`src/sv/deq_pkg.sv`:
```
// Shared types and constants for the double-ended queue core.
// Operation and status codes, controller states and the result-load bundle.
// No dependencies.
package deq_pkg;

  // Default number of entries in the circular store
  localparam int DEPTH_DEF = 16;

  // Operation codes carried in in_tuser
  typedef enum logic [2:0] {
    OP_PUSH_FRONT = 3'd0,
    OP_PUSH_BACK  = 3'd1,
    OP_POP_FRONT  = 3'd2,
    OP_POP_BACK   = 3'd3,
    OP_DUMP       = 3'd4
  } op_t;

  // Result status codes
  typedef enum logic [1:0] {
    ST_OK    = 2'd0,
    ST_EMPTY = 2'd1,
    ST_FULL  = 2'd2
  } status_t;

  // Controller states
  typedef enum logic [1:0] {
    S_IDLE,
    S_POP,
    S_DUMP
  } state_t;

  // Request from the controller to load the output register
  typedef struct packed {
    logic    load;       // load output register this cycle
    logic    from_mem;   // value comes from the store read data
    status_t status;
    logic    has_value;
    logic    last;
  } res_t;

endpackage

```
`src/sv/double_ended_queue_core.sv`:
```
// Double-ended queue core. Push, unused codes and a pop or dump of an empty
// queue are handled while idle; a pop from a non-empty queue adds one store
// read, and a dump reads its N entries one after another through the single
// registered read port of the entry store. Pushes and empty reports are valid
// the cycle after accept; a popped or dumped value passes the store's read register, then the output register.
// Synchronous active-low reset empties the queue; store contents stay undefined.
// Depends on deq_pkg, deq_mem and deq_ctrl.
module double_ended_queue_core #(
  parameter int DEPTH = deq_pkg::DEPTH_DEF
) (
  input  logic        clk,
  input  logic        rst_n,
  input  logic        in_tvalid,
  output logic        in_tready,
  input  logic [31:0] in_tdata,   // [31:0] value
  input  logic [2:0]  in_tuser,   // [2:0] func
  output logic        out_tvalid,
  input  logic        out_tready,
  output logic [31:0] out_tdata,  // [31:0] result_value
  output logic [2:0]  out_tuser,  // [1:0] status, [2] has_value
  output logic        out_tlast
);
  import deq_pkg::*;

  localparam int AW = $clog2(DEPTH);

  logic               out_free;
  logic               mem_we;
  logic [AW-1:0]      mem_waddr;
  logic signed [31:0] mem_wdata;
  logic               mem_re;
  logic [AW-1:0]      mem_raddr;
  logic signed [31:0] rd_data;
  res_t               res;

  logic               out_valid_r;
  status_t            out_status_r;
  logic               out_has_r;
  logic signed [31:0] out_value_r;
  logic               out_last_r;

  assign out_free = !out_valid_r || out_tready;

  deq_ctrl #(.DEPTH(DEPTH)) u_ctrl (
    .clk       (clk),
    .rst_n     (rst_n),
    .in_valid  (in_tvalid),
    .in_ready  (in_tready),
    .in_func   (in_tuser),
    .in_value  (in_tdata),
    .out_free  (out_free),
    .mem_we    (mem_we),
    .mem_waddr (mem_waddr),
    .mem_wdata (mem_wdata),
    .mem_re    (mem_re),
    .mem_raddr (mem_raddr),
    .res       (res)
  );

  deq_mem #(.DEPTH(DEPTH)) u_mem (
    .clk     (clk),
    .we      (mem_we),
    .waddr   (mem_waddr),
    .wdata   (mem_wdata),
    .re      (mem_re),
    .raddr   (mem_raddr),
    .rd_data (rd_data)
  );

  // Output register valid
  always_ff @(posedge clk) begin
    if (!rst_n) begin
      out_valid_r <= 1'b0;
    end else if (res.load) begin
      out_valid_r <= 1'b1;
    end else if (out_tready) begin
      out_valid_r <= 1'b0;
    end
  end

  // Output register payload
  always_ff @(posedge clk) begin
    if (res.load) begin
      out_status_r <= res.status;
      out_has_r    <= res.has_value;
      out_value_r  <= res.from_mem ? rd_data : 32'sd0;
      out_last_r   <= res.last;
    end
  end

  assign out_tvalid = out_valid_r;
  assign out_tdata  = out_value_r;
  assign out_tuser  = {out_has_r, out_status_r};
  assign out_tlast  = out_last_r;

endmodule

```
`src/sv/deq_mem.sv`:
```
// Entry store of the double-ended queue: one write port, one read port,
// read data registered (held while no read is issued).
// Depends on deq_pkg for the default depth.
module deq_mem #(
  parameter int DEPTH = deq_pkg::DEPTH_DEF
) (
  input  logic                     clk,
  input  logic                     we,
  input  logic [$clog2(DEPTH)-1:0] waddr,
  input  logic signed [31:0]       wdata,
  input  logic                     re,
  input  logic [$clog2(DEPTH)-1:0] raddr,
  output logic signed [31:0]       rd_data
);
  import deq_pkg::*;

  logic signed [31:0] mem [DEPTH];
  logic signed [31:0] rd_data_r;

  // Write port
  always_ff @(posedge clk) begin
    if (we) begin
      mem[waddr] <= wdata;
    end
  end

  // Registered read port
  always_ff @(posedge clk) begin
    if (re) begin
      rd_data_r <= mem[raddr];
    end
  end

  assign rd_data = rd_data_r;

endmodule

```
`src/sv/deq_ctrl.sv`:
```
// Controller of the double-ended queue: front pointer, entry count,
// operation decode, store access sequencing and the dump walk.
// Depends on deq_pkg for codes, states and the result-load bundle.
module deq_ctrl #(
  parameter int DEPTH = deq_pkg::DEPTH_DEF
) (
  input  logic                     clk,
  input  logic                     rst_n,
  input  logic                     in_valid,
  output logic                     in_ready,
  input  logic [2:0]               in_func,
  input  logic signed [31:0]       in_value,
  input  logic                     out_free,
  output logic                     mem_we,
  output logic [$clog2(DEPTH)-1:0] mem_waddr,
  output logic signed [31:0]       mem_wdata,
  output logic                     mem_re,
  output logic [$clog2(DEPTH)-1:0] mem_raddr,
  output deq_pkg::res_t            res
);
  import deq_pkg::*;

  localparam int AW = $clog2(DEPTH);
  localparam int CW = $clog2(DEPTH + 1);
  localparam int SW = $clog2(2 * DEPTH);
  localparam logic [AW-1:0] LAST_IDX = AW'(DEPTH - 1);
  localparam logic [CW-1:0] FULL_CNT = CW'(DEPTH);
  localparam logic [SW-1:0] DEPTH_S  = SW'(DEPTH);

  state_t        state_r, state_nxt;
  logic [AW-1:0] front_r, front_nxt;
  logic [CW-1:0] count_r, count_nxt;
  logic [AW-1:0] walk_r, walk_nxt;
  logic [CW-1:0] left_r, left_nxt;

  logic          accept;
  logic          is_full;
  logic          is_empty;
  logic [SW-1:0] tail_sum;
  logic [SW-1:0] back_sum;
  logic [AW-1:0] tail_pos;
  logic [AW-1:0] back_pos;

  // Circular index helpers
  function automatic logic [AW-1:0] idx_inc(input logic [AW-1:0] p);
    return (p == LAST_IDX) ? '0 : p + AW'(1);
  endfunction

  function automatic logic [AW-1:0] idx_dec(input logic [AW-1:0] p);
    return (p == '0) ? LAST_IDX : p - AW'(1);
  endfunction

  // Sum stays below twice the depth, so one compare and subtract wraps it
  function automatic logic [AW-1:0] idx_wrap(input logic [SW-1:0] s);
    logic [SW-1:0] t;
    t = (s >= DEPTH_S) ? s - DEPTH_S : s;
    return t[AW-1:0];
  endfunction

  assign in_ready = (state_r == S_IDLE) && out_free;
  assign accept   = in_valid && in_ready;
  assign is_full  = (count_r == FULL_CNT);
  assign is_empty = (count_r == '0);

  // Slot after the back entry and the back entry itself
  assign tail_sum = SW'(front_r) + SW'(count_r);
  assign back_sum = tail_sum - SW'(1);
  assign tail_pos = idx_wrap(tail_sum);
  assign back_pos = idx_wrap(back_sum);

  // Next state
  always_comb begin
    state_nxt = state_r;
    case (state_r)
      S_IDLE: begin
        if (accept && !is_empty) begin
          if (in_func == OP_POP_FRONT || in_func == OP_POP_BACK) begin
            state_nxt = S_POP;
          end else if (in_func == OP_DUMP) begin
            state_nxt = S_DUMP;
          end
        end
      end
      S_POP: begin
        if (out_free) begin
          state_nxt = S_IDLE;
        end
      end
      S_DUMP: begin
        if (out_free && left_r == CW'(1)) begin
          state_nxt = S_IDLE;
        end
      end
      default: state_nxt = S_IDLE;
    endcase
  end

  // Store accesses, pointer updates and result loads
  always_comb begin
    mem_we    = 1'b0;
    mem_waddr = '0;
    mem_wdata = in_value;
    mem_re    = 1'b0;
    mem_raddr = '0;
    res       = '0;
    front_nxt = front_r;
    count_nxt = count_r;
    walk_nxt  = walk_r;
    left_nxt  = left_r;
    case (state_r)
      S_IDLE: begin
        if (accept) begin
          case (in_func)
            OP_PUSH_FRONT: begin
              res.load = 1'b1;
              res.last = 1'b1;
              if (is_full) begin
                res.status = ST_FULL;
              end else begin
                res.status = ST_OK;
                mem_we     = 1'b1;
                mem_waddr  = idx_dec(front_r);
                front_nxt  = idx_dec(front_r);
                count_nxt  = count_r + CW'(1);
              end
            end
            OP_PUSH_BACK: begin
              res.load = 1'b1;
              res.last = 1'b1;
              if (is_full) begin
                res.status = ST_FULL;
              end else begin
                res.status = ST_OK;
                mem_we     = 1'b1;
                mem_waddr  = tail_pos;
                count_nxt  = count_r + CW'(1);
              end
            end
            OP_POP_FRONT: begin
              if (is_empty) begin
                res.load   = 1'b1;
                res.last   = 1'b1;
                res.status = ST_EMPTY;
              end else begin
                mem_re    = 1'b1;
                mem_raddr = front_r;
                front_nxt = idx_inc(front_r);
                count_nxt = count_r - CW'(1);
              end
            end
            OP_POP_BACK: begin
              if (is_empty) begin
                res.load   = 1'b1;
                res.last   = 1'b1;
                res.status = ST_EMPTY;
              end else begin
                mem_re    = 1'b1;
                mem_raddr = back_pos;
                count_nxt = count_r - CW'(1);
              end
            end
            OP_DUMP: begin
              if (is_empty) begin
                res.load   = 1'b1;
                res.last   = 1'b1;
                res.status = ST_EMPTY;
              end else begin
                mem_re    = 1'b1;
                mem_raddr = front_r;
                walk_nxt  = idx_inc(front_r);
                left_nxt  = count_r;
              end
            end
            default: begin
              // unused codes: no result, no change
            end
          endcase
        end
      end
      S_POP: begin
        if (out_free) begin
          res.load      = 1'b1;
          res.from_mem  = 1'b1;
          res.status    = ST_OK;
          res.has_value = 1'b1;
          res.last      = 1'b1;
        end
      end
      S_DUMP: begin
        // hand out the held entry and fetch the next one in the same cycle
        if (out_free) begin
          res.load      = 1'b1;
          res.from_mem  = 1'b1;
          res.status    = ST_OK;
          res.has_value = 1'b1;
          res.last      = (left_r == CW'(1));
          left_nxt      = left_r - CW'(1);
          if (left_r != CW'(1)) begin
            mem_re    = 1'b1;
            mem_raddr = walk_r;
            walk_nxt  = idx_inc(walk_r);
          end
        end
      end
      default: begin
      end
    endcase
  end

  // Control registers
  always_ff @(posedge clk) begin
    if (!rst_n) begin
      state_r <= S_IDLE;
      front_r <= '0;
      count_r <= '0;
      walk_r  <= '0;
      left_r  <= '0;
    end else begin
      state_r <= state_nxt;
      front_r <= front_nxt;
      count_r <= count_nxt;
      walk_r  <= walk_nxt;
      left_r  <= left_nxt;
    end
  end

endmodule
```
`config.mk`:
```
export PLATFORM = sky130hd
export DESIGN_NAME = double_ended_queue_core
export DESIGN_NICKNAME = d
export VERILOG_FILES = /design/src/sv/deq_pkg.sv /design/src/sv/double_ended_queue_core.sv /design/src/sv/deq_mem.sv /design/src/sv/deq_ctrl.sv
export SDC_FILE = /design/constraint.sdc
export NUM_CORES = 1
export LEC_CHECK = 0
export BUFFER_PORTS_ARGS = -buffer_cell sky130_fd_sc_hd__buf_2
export CAP_MARGIN = 20
export CORE_ASPECT_RATIO = 1.5
export CORE_MARGIN = 2
export CORE_UTILIZATION = 37
export CTS_CLUSTER_SIZE = 28
export DETAILED_ROUTE_END_ITERATION = 8
export PLACE_DENSITY = 0.63
export SYNTH_ARGS = -nofsm -noshare
export SYNTH_HDL_FRONTEND = slang
export SYNTH_SLANG_ARGS = --single-unit
```
`constraint.sdc`:
```
create_clock -name clk -period 4.3 [get_ports clk]
set_input_delay 0.645 -clock clk [delete_from_list [all_inputs] [get_ports clk]]
set_output_delay 0.645 -clock clk [all_outputs]
set_load 0.02 [all_outputs]
```
==> results of run 1 <==
==> registers in the layout (all words and copies together) (netlist names), 2 cells and up <==
register        flops
u_mem.mem         512
out_tdata          32
u_mem.rd_data      32
u_ctrl.count_r      5
u_ctrl.left_r       5
u_ctrl.front_r      4
u_ctrl.walk_r       4
out_status_r        2
u_ctrl.state_r      2
==> power groups by stage <==
stage	Combinational [mW]	Clock (mW)	Sequential (mW)
after floorplan	1.01	0	7.27
after global placement	1.95	0	7.11
after detailed placement	2.00	0	7.12
after CTS	2.00	4.92	6.99
after global routing	2.15	5.12	7.01
final	1.99	4.85	6.99
==> what timing repair did <==
item	in CTS	in global routing
gates resized for setup	0	1
hold buffers	0	0
endpoints found under the setup margin	0	2
==> stage by stage <==
stage | utilization | instance area (um2) | hold slack (ns) | power [mW]
after global routing | 0.422 | 29700 | 0.414 | 14.3
after global placement | 0.397 | 27900 | 0.510 | 9.06
final | 0.422 | 29700 | 0.409 | 13.8
after floorplan | - | 26300 | 0.486 | 8.28
after CTS | 0.422 | 29700 | 0.392 | 13.9
after detailed placement | 0.397 | 27900 | 0.520 | 9.11
==> worst max-delay path: cells and delay by family (launching register included) <==
kind                     cells  cell delay, ns
AO/OA/AOI/OAI                5            1.11
adder cells (fa/ha/maj)      3            1.04
buffers and inverters        2            0.55
flip-flops                   1            0.39
XOR/XNOR                     1            0.33
==> cell usage in the layout (no fill, tap or decap), types with 4 or more instances in the layout <==
cell type	Yosys	routed
a21boi_0	7	7
xnor2_1	9	9
o21ai_0	15	15
o221ai_1	64	64
a22o_1	32	32
clkinvlp_4	0	5
bufinv_16	0	7
buf_4	12	50
a21oi_1	74	74
and2_1	9	9
ha_1	17	17
o211ai_1	131	131
nor2b_1	11	7
edfxtp_1	580	580
a211oi_1	100	100
nand2_1	146	146
clkbuf_1	100	6
and3_1	38	34
a2111oi_2	32	32
mux2i_1	5	5
nor2_4	1	10
nor2_1	36	26
buf_2	58	76
a31oi_1	4	4
nand2b_1	7	7
o311ai_0	128	128
nand3_1	5	5
clkbuf_16	0	54
clkinv_2	1	12
inv_1	206	205
o211a_1	4	4
nor2b_4	0	4
clkinv_1	2	12
and3_2	0	4
buf_12	0	21
dfxtp_1	21	21
==> path summary, 6_finish.rpt <==
check / from / end / depth (start not counted)
max: u_ctrl.count_r[0] / u_mem.rd_data[17] / 11
min: in_tdata[21] / u_mem.mem[11][21] / 1
max reg2reg: u_ctrl.count_r[0] / u_mem.rd_data[17] / 11
min reg2reg: u_ctrl.state_r[0] / u_ctrl.state_r[0] / 2
==> metal layers <==
| metal | global-route usage | part of all wire |
|---|---|---|
| met1 | 0.221 | 0.37 |
| met2 | 0.351 | 0.52 |
| met3 | 0.0239 | 0.057 |
| met4 | 0.107 | 0.051 |
| met5 | 0 | 0.00057 |
==> cell type report <==
class	count	area, um2	share of cell area
Timing Repair Buffer	148	1180	0.0399
Multi-Input combinational cell	939	7000	0.236
Inverter	209	786	0.0265
Antenna cell	2	5.00	0.000169
Clock inverter	35	365	0.0123
Tap cell	907	1130	0.0382
Clock buffer	60	1370	0.0463
Sequential cell	601	17800	0.601
==> cells by family after synthesis <==
logic type / count (synthesis) / synth area share
compound gates: 626 / 0.193
flops: 601 / 0.679
buf+inv: 385 / 0.0607
simple gates: 275 / 0.0497
fa+ha+maj: 19 / 0.00962
xor+xnor: 13 / 0.00538
mux: 6 / 0.00233
==> qor.yml, run 1 <==
pwr-share-clk: 0.351
wirelength_mm: 71.8
final_max_slew_viol_count: 0
grt_remaining_overflow: 0
critPathMaxStageDelay_ns: 0.55
relSlewSlack: 0.346
maxCapViolCount: 0
cts_setup_buffers: 0
yosysTopAreaCell: "edfxtp_1"
synth_nets: 1983
synth-warning-count: 0
core_area_mm2: 0.0703
areaGrowthSynthToFinish_pct: 13.0
hold_viol_final: 0
post-place-cells: 2803
p_int_mw: 10.0
switchingPower_mw: 3.78
worstMarginPinSlew_ns: 0.981
ys_seq_area_frac: 0.679
die_area_mm2: 0.0732
async_reset_ff_frac: 0
io_buffers: 76
fillers: 6341
drc: 4
grt_max_degree: 135
drt_first_pass_iters: 9
clk_pin_slew_ns: 0.07
vias_per_cell: 5.92
synth_edf_count: 580
htree_num_levels: 2
synth.top_cells.by_area: "edfxtp_1, o311ai_0, o211ai_1"
die_x_um: 222
drive_gt1_frac: 0.151
track_usage: 0.193
num-nets-final: 2009
die_h_um: 330
crit_path_end_kind: "flip-flop"
criticalPathCategory: "flip-flop to flip-flop"
drt-wirelength-per-cell_um: 24.8
power.density_mw_per_mm2: 466
finalWorstSetupSlack_ns: 0.547
io_pins: 77
clockBufferDepth: 3
critPathSlowestCell: "fa_1"
place_congestion: 0.831
static-leakage-power_nw: 10.1
drt-initial-drc-count: 1722
synth_ff_type: "edfxtp_1"
grt_setup_unrepaired: "false"
arrival_ns: 4.07
worstPathRequired_ns: 4.62
clock.fmax_ghz: 0.266
regToRegSetupSlack_ns: 0.55
violations: "DRC"
ir_worst_vdd_mv: 0.294
cts_buffers: 52
cts_tree: "yes"
power_frac_seq: 0.505
setup_viol: 0
start_util: 0.374
dp_hpwl_mm: 39.8
synth_top_area_frac: 0.663
cp_common_cell: "ha_1"
pwr-share-comb: 0.144
root_buffer: "clkbuf_16"
synth.most_common_cell: "edfxtp_1"
status: "complete, but fails checks"
grt_pass1_vias: 17200
fin_cells: 2901
period_share: 0.873
vias: 17200
crit_path_cell_trace: "ha_1 -> fa_1 -> inv_1 -> ha_1 -> xnor3_1 -> o32a_1 -> o31ai_4 -> buf_12 -> o211ai_1 -> a211oi_1 -> a2111oi_2"
cts_sinks: 601
syn_avg_cell_area_um2: 13.6
clk_latency_ns: 0.61
ys_top_cells_by_count: "edfxtp_1, inv_1, nand2_1"
dpl_worst_slack_ns: 0.228
antenna_found_initial: 6
floorplan.rows: 119
ant_nets: 0
hold_path.class: "input pin to flip-flop"
ys_types: 69
synth_seq_cells: 601
fin_skew_ns: 0.0259
startpoint_type: "flip-flop"
worstPathMaxFanout: 96
tns_ns: 0
synth_cells: 1925
netlist_area_mm2: 0.0263
p_sw_frac: 0.273
grt_pass1_wl_mm: 107
fin_crit_ns: 3.75
Power figures use the tool's default switching activity.
==> run 2, diff against run 1 <==
- PLACE_DENSITY: 0.63 -> default
- SKIP_LAST_GASP: default -> 1
==> qor.yml, run 2 (same netlist as run 1, synthesis figures left out) <==
worstPathRequired_ns: 4.61
setup_viol: 0
layout_common_cells: "edfxtp_1, inv_1, nand2_1, o211ai_1, o311ai_0"
post-place-cells: 2803
final_common_cell: "edfxtp_1"
ir_worst_vdd_mv: 0.260
violations: "DRC"
hold_path.class: "input pin to flip-flop"
track_usage: 0.197
clock.fmax_ghz: 0.259
dp_hpwl_mm: 40.9
critPathMaxStageDelay_ns: 0.63
vias: 17100
io_buffers: 76
placed_area_mm2: 0.0279
clk_pin_slew_ns: 0.07
drt-wirelength-per-cell_um: 25.0
ctsHoldBuffers: 0
fin_cells: 2897
final_area_mm2: 0.0297
maxCapViolCount: 0
root_buffer: "clkbuf_16"
antenna_found_initial: 1
num-nets-final: 2009
io_pins: 77
tns_ns: 0
arrival_ns: 4.17
top_register: "u_mem.mem"
cts_buffers: 53
drive_gt1_frac: 0.149
clk_latency_ns: 0.61
final_max_slew_viol_count: 0
power.density_mw_per_mm2: 469
drt-initial-drc-count: 1369
die_h_um: 330
drc: 6
areaGrowthSynthToFinish_pct: 13.1
period_share: 0.897
core_area_mm2: 0.0703
die_x_um: 222
drt_first_pass_iters: 7
dpl_worst_slack_ns: 0.458
grt_setup_unrepaired: "false"
fin_crit_ns: 3.86
start_util: 0.374
floorplan.rows: 119
finalWorstSetupSlack_ns: 0.444
wirelength_mm: 72.5
grt_pass1_vias: 17300
fin_skew_ns: 0.0238
vias_per_cell: 5.89
grt_max_degree: 131
clockBufferDepth: 3
crit_path_end_kind: "flip-flop"
diodes: 0
crit_path_cell_trace: "ha_1 -> fa_1 -> inv_1 -> ha_1 -> xnor3_1 -> o32a_1 -> o31a_2 -> buf_4 -> o211ai_1 -> a211oi_1 -> a2111oi_2"
criticalPathCategory: "flip-flop to flip-flop"
grt_remaining_overflow: 0
grt_pass1_wl_mm: 110
worstPathMaxFanout: 22
largest_reg_flops: 512
ant_nets: 0
status: "complete, but fails checks"
whs_ns: 0.410
htree_num_levels: 2
ctsResizeCount: 0
die_area_mm2: 0.0732
relSlewSlack: 0.307
cts_tree: "yes"
cts_sinks: 601
worstMarginPinSlew_ns: 1.03
cts_setup_buffers: 0
cp_common_cell: "ha_1"
critPathSlowestCell: "o31a_2"
static-leakage-power_nw: 10.1
startpoint_type: "flip-flop"
hold_viol_final: 0
place_congestion: 0.827
## run 2: changes by cell type in the layout (fill, tap and decap cells not counted), sizes merged
| cell | previous run | this run |
|---|---|---|
| clkbuf | 61 | 65 |
| bufinv | 7 | 8 |
| clkinv | 26 | 22 |
| clkinvlp | 5 | 1 |
| diode | 2 | 0 |
| inv | 206 | 207 |
## run 2: where the power goes
group | total, mW | switching, mW | internal (mW)
Combinational | 2.01 | 1.52 | 0.490
Clock | 4.93 | 2.15 | 2.79
Sequential | 6.99 | 0.136 | 6.85
Total | 13.9 | 3.80 | 10.1
## run 2: stage by stage
stage	power (mW)	util
global route	14.4	0.423
CTS	14.0	0.423
finish	13.9	0.423
floorplan	8.28	-
detailed placement	9.14	0.398
global placement	9.10	0.398
## run 2: final timing paths
check / start / end / slack (ns) / cells after the start
worst min register to register: u_ctrl.state_r[1] / u_ctrl.state_r[1] / 0.53 / 2
worst max register to register: u_ctrl.count_r[0] / u_mem.rd_data[21] / 0.44 / 11
worst min-delay path: in_tdata[5] / u_mem.mem[11][5] / 0.41 / 1
worst max-delay path: u_ctrl.count_r[0] / u_mem.rd_data[21] / 0.44 / 11
## run 2: worst max-delay path: cells and delay by family, from the launching register on
| kind | cells | cell delay (ns) |
|---|---|---|
| XOR/XNOR | 1 | 0.26 |
| AO/OA/AOI/OAI | 5 | 1.38 |
| adder cells (fa/ha/maj) | 3 | 1.03 |
| buffers and inverters | 2 | 0.47 |
| flip-flops | 1 | 0.39 |
## run 2: area by class of cell
class | instances | area [um2]
Clock buffer | 65 | 1390
Clock inverter | 29 | 372
Fill cell | 6375 | 40600
Inverter | 209 | 786
Multi-Input combinational cell | 939 | 7000
Sequential cell | 601 | 17800
Tap cell | 907 | 1130
Timing Repair Buffer | 147 | 1190
## run 2: metal layers
layer / GRT usage / wire length [um]
met5: 0 / 10
met4: 0.0799 / 2510
met3: 0.0241 / 3900
met2: 0.364 / 38400
met1: 0.233 / 27700
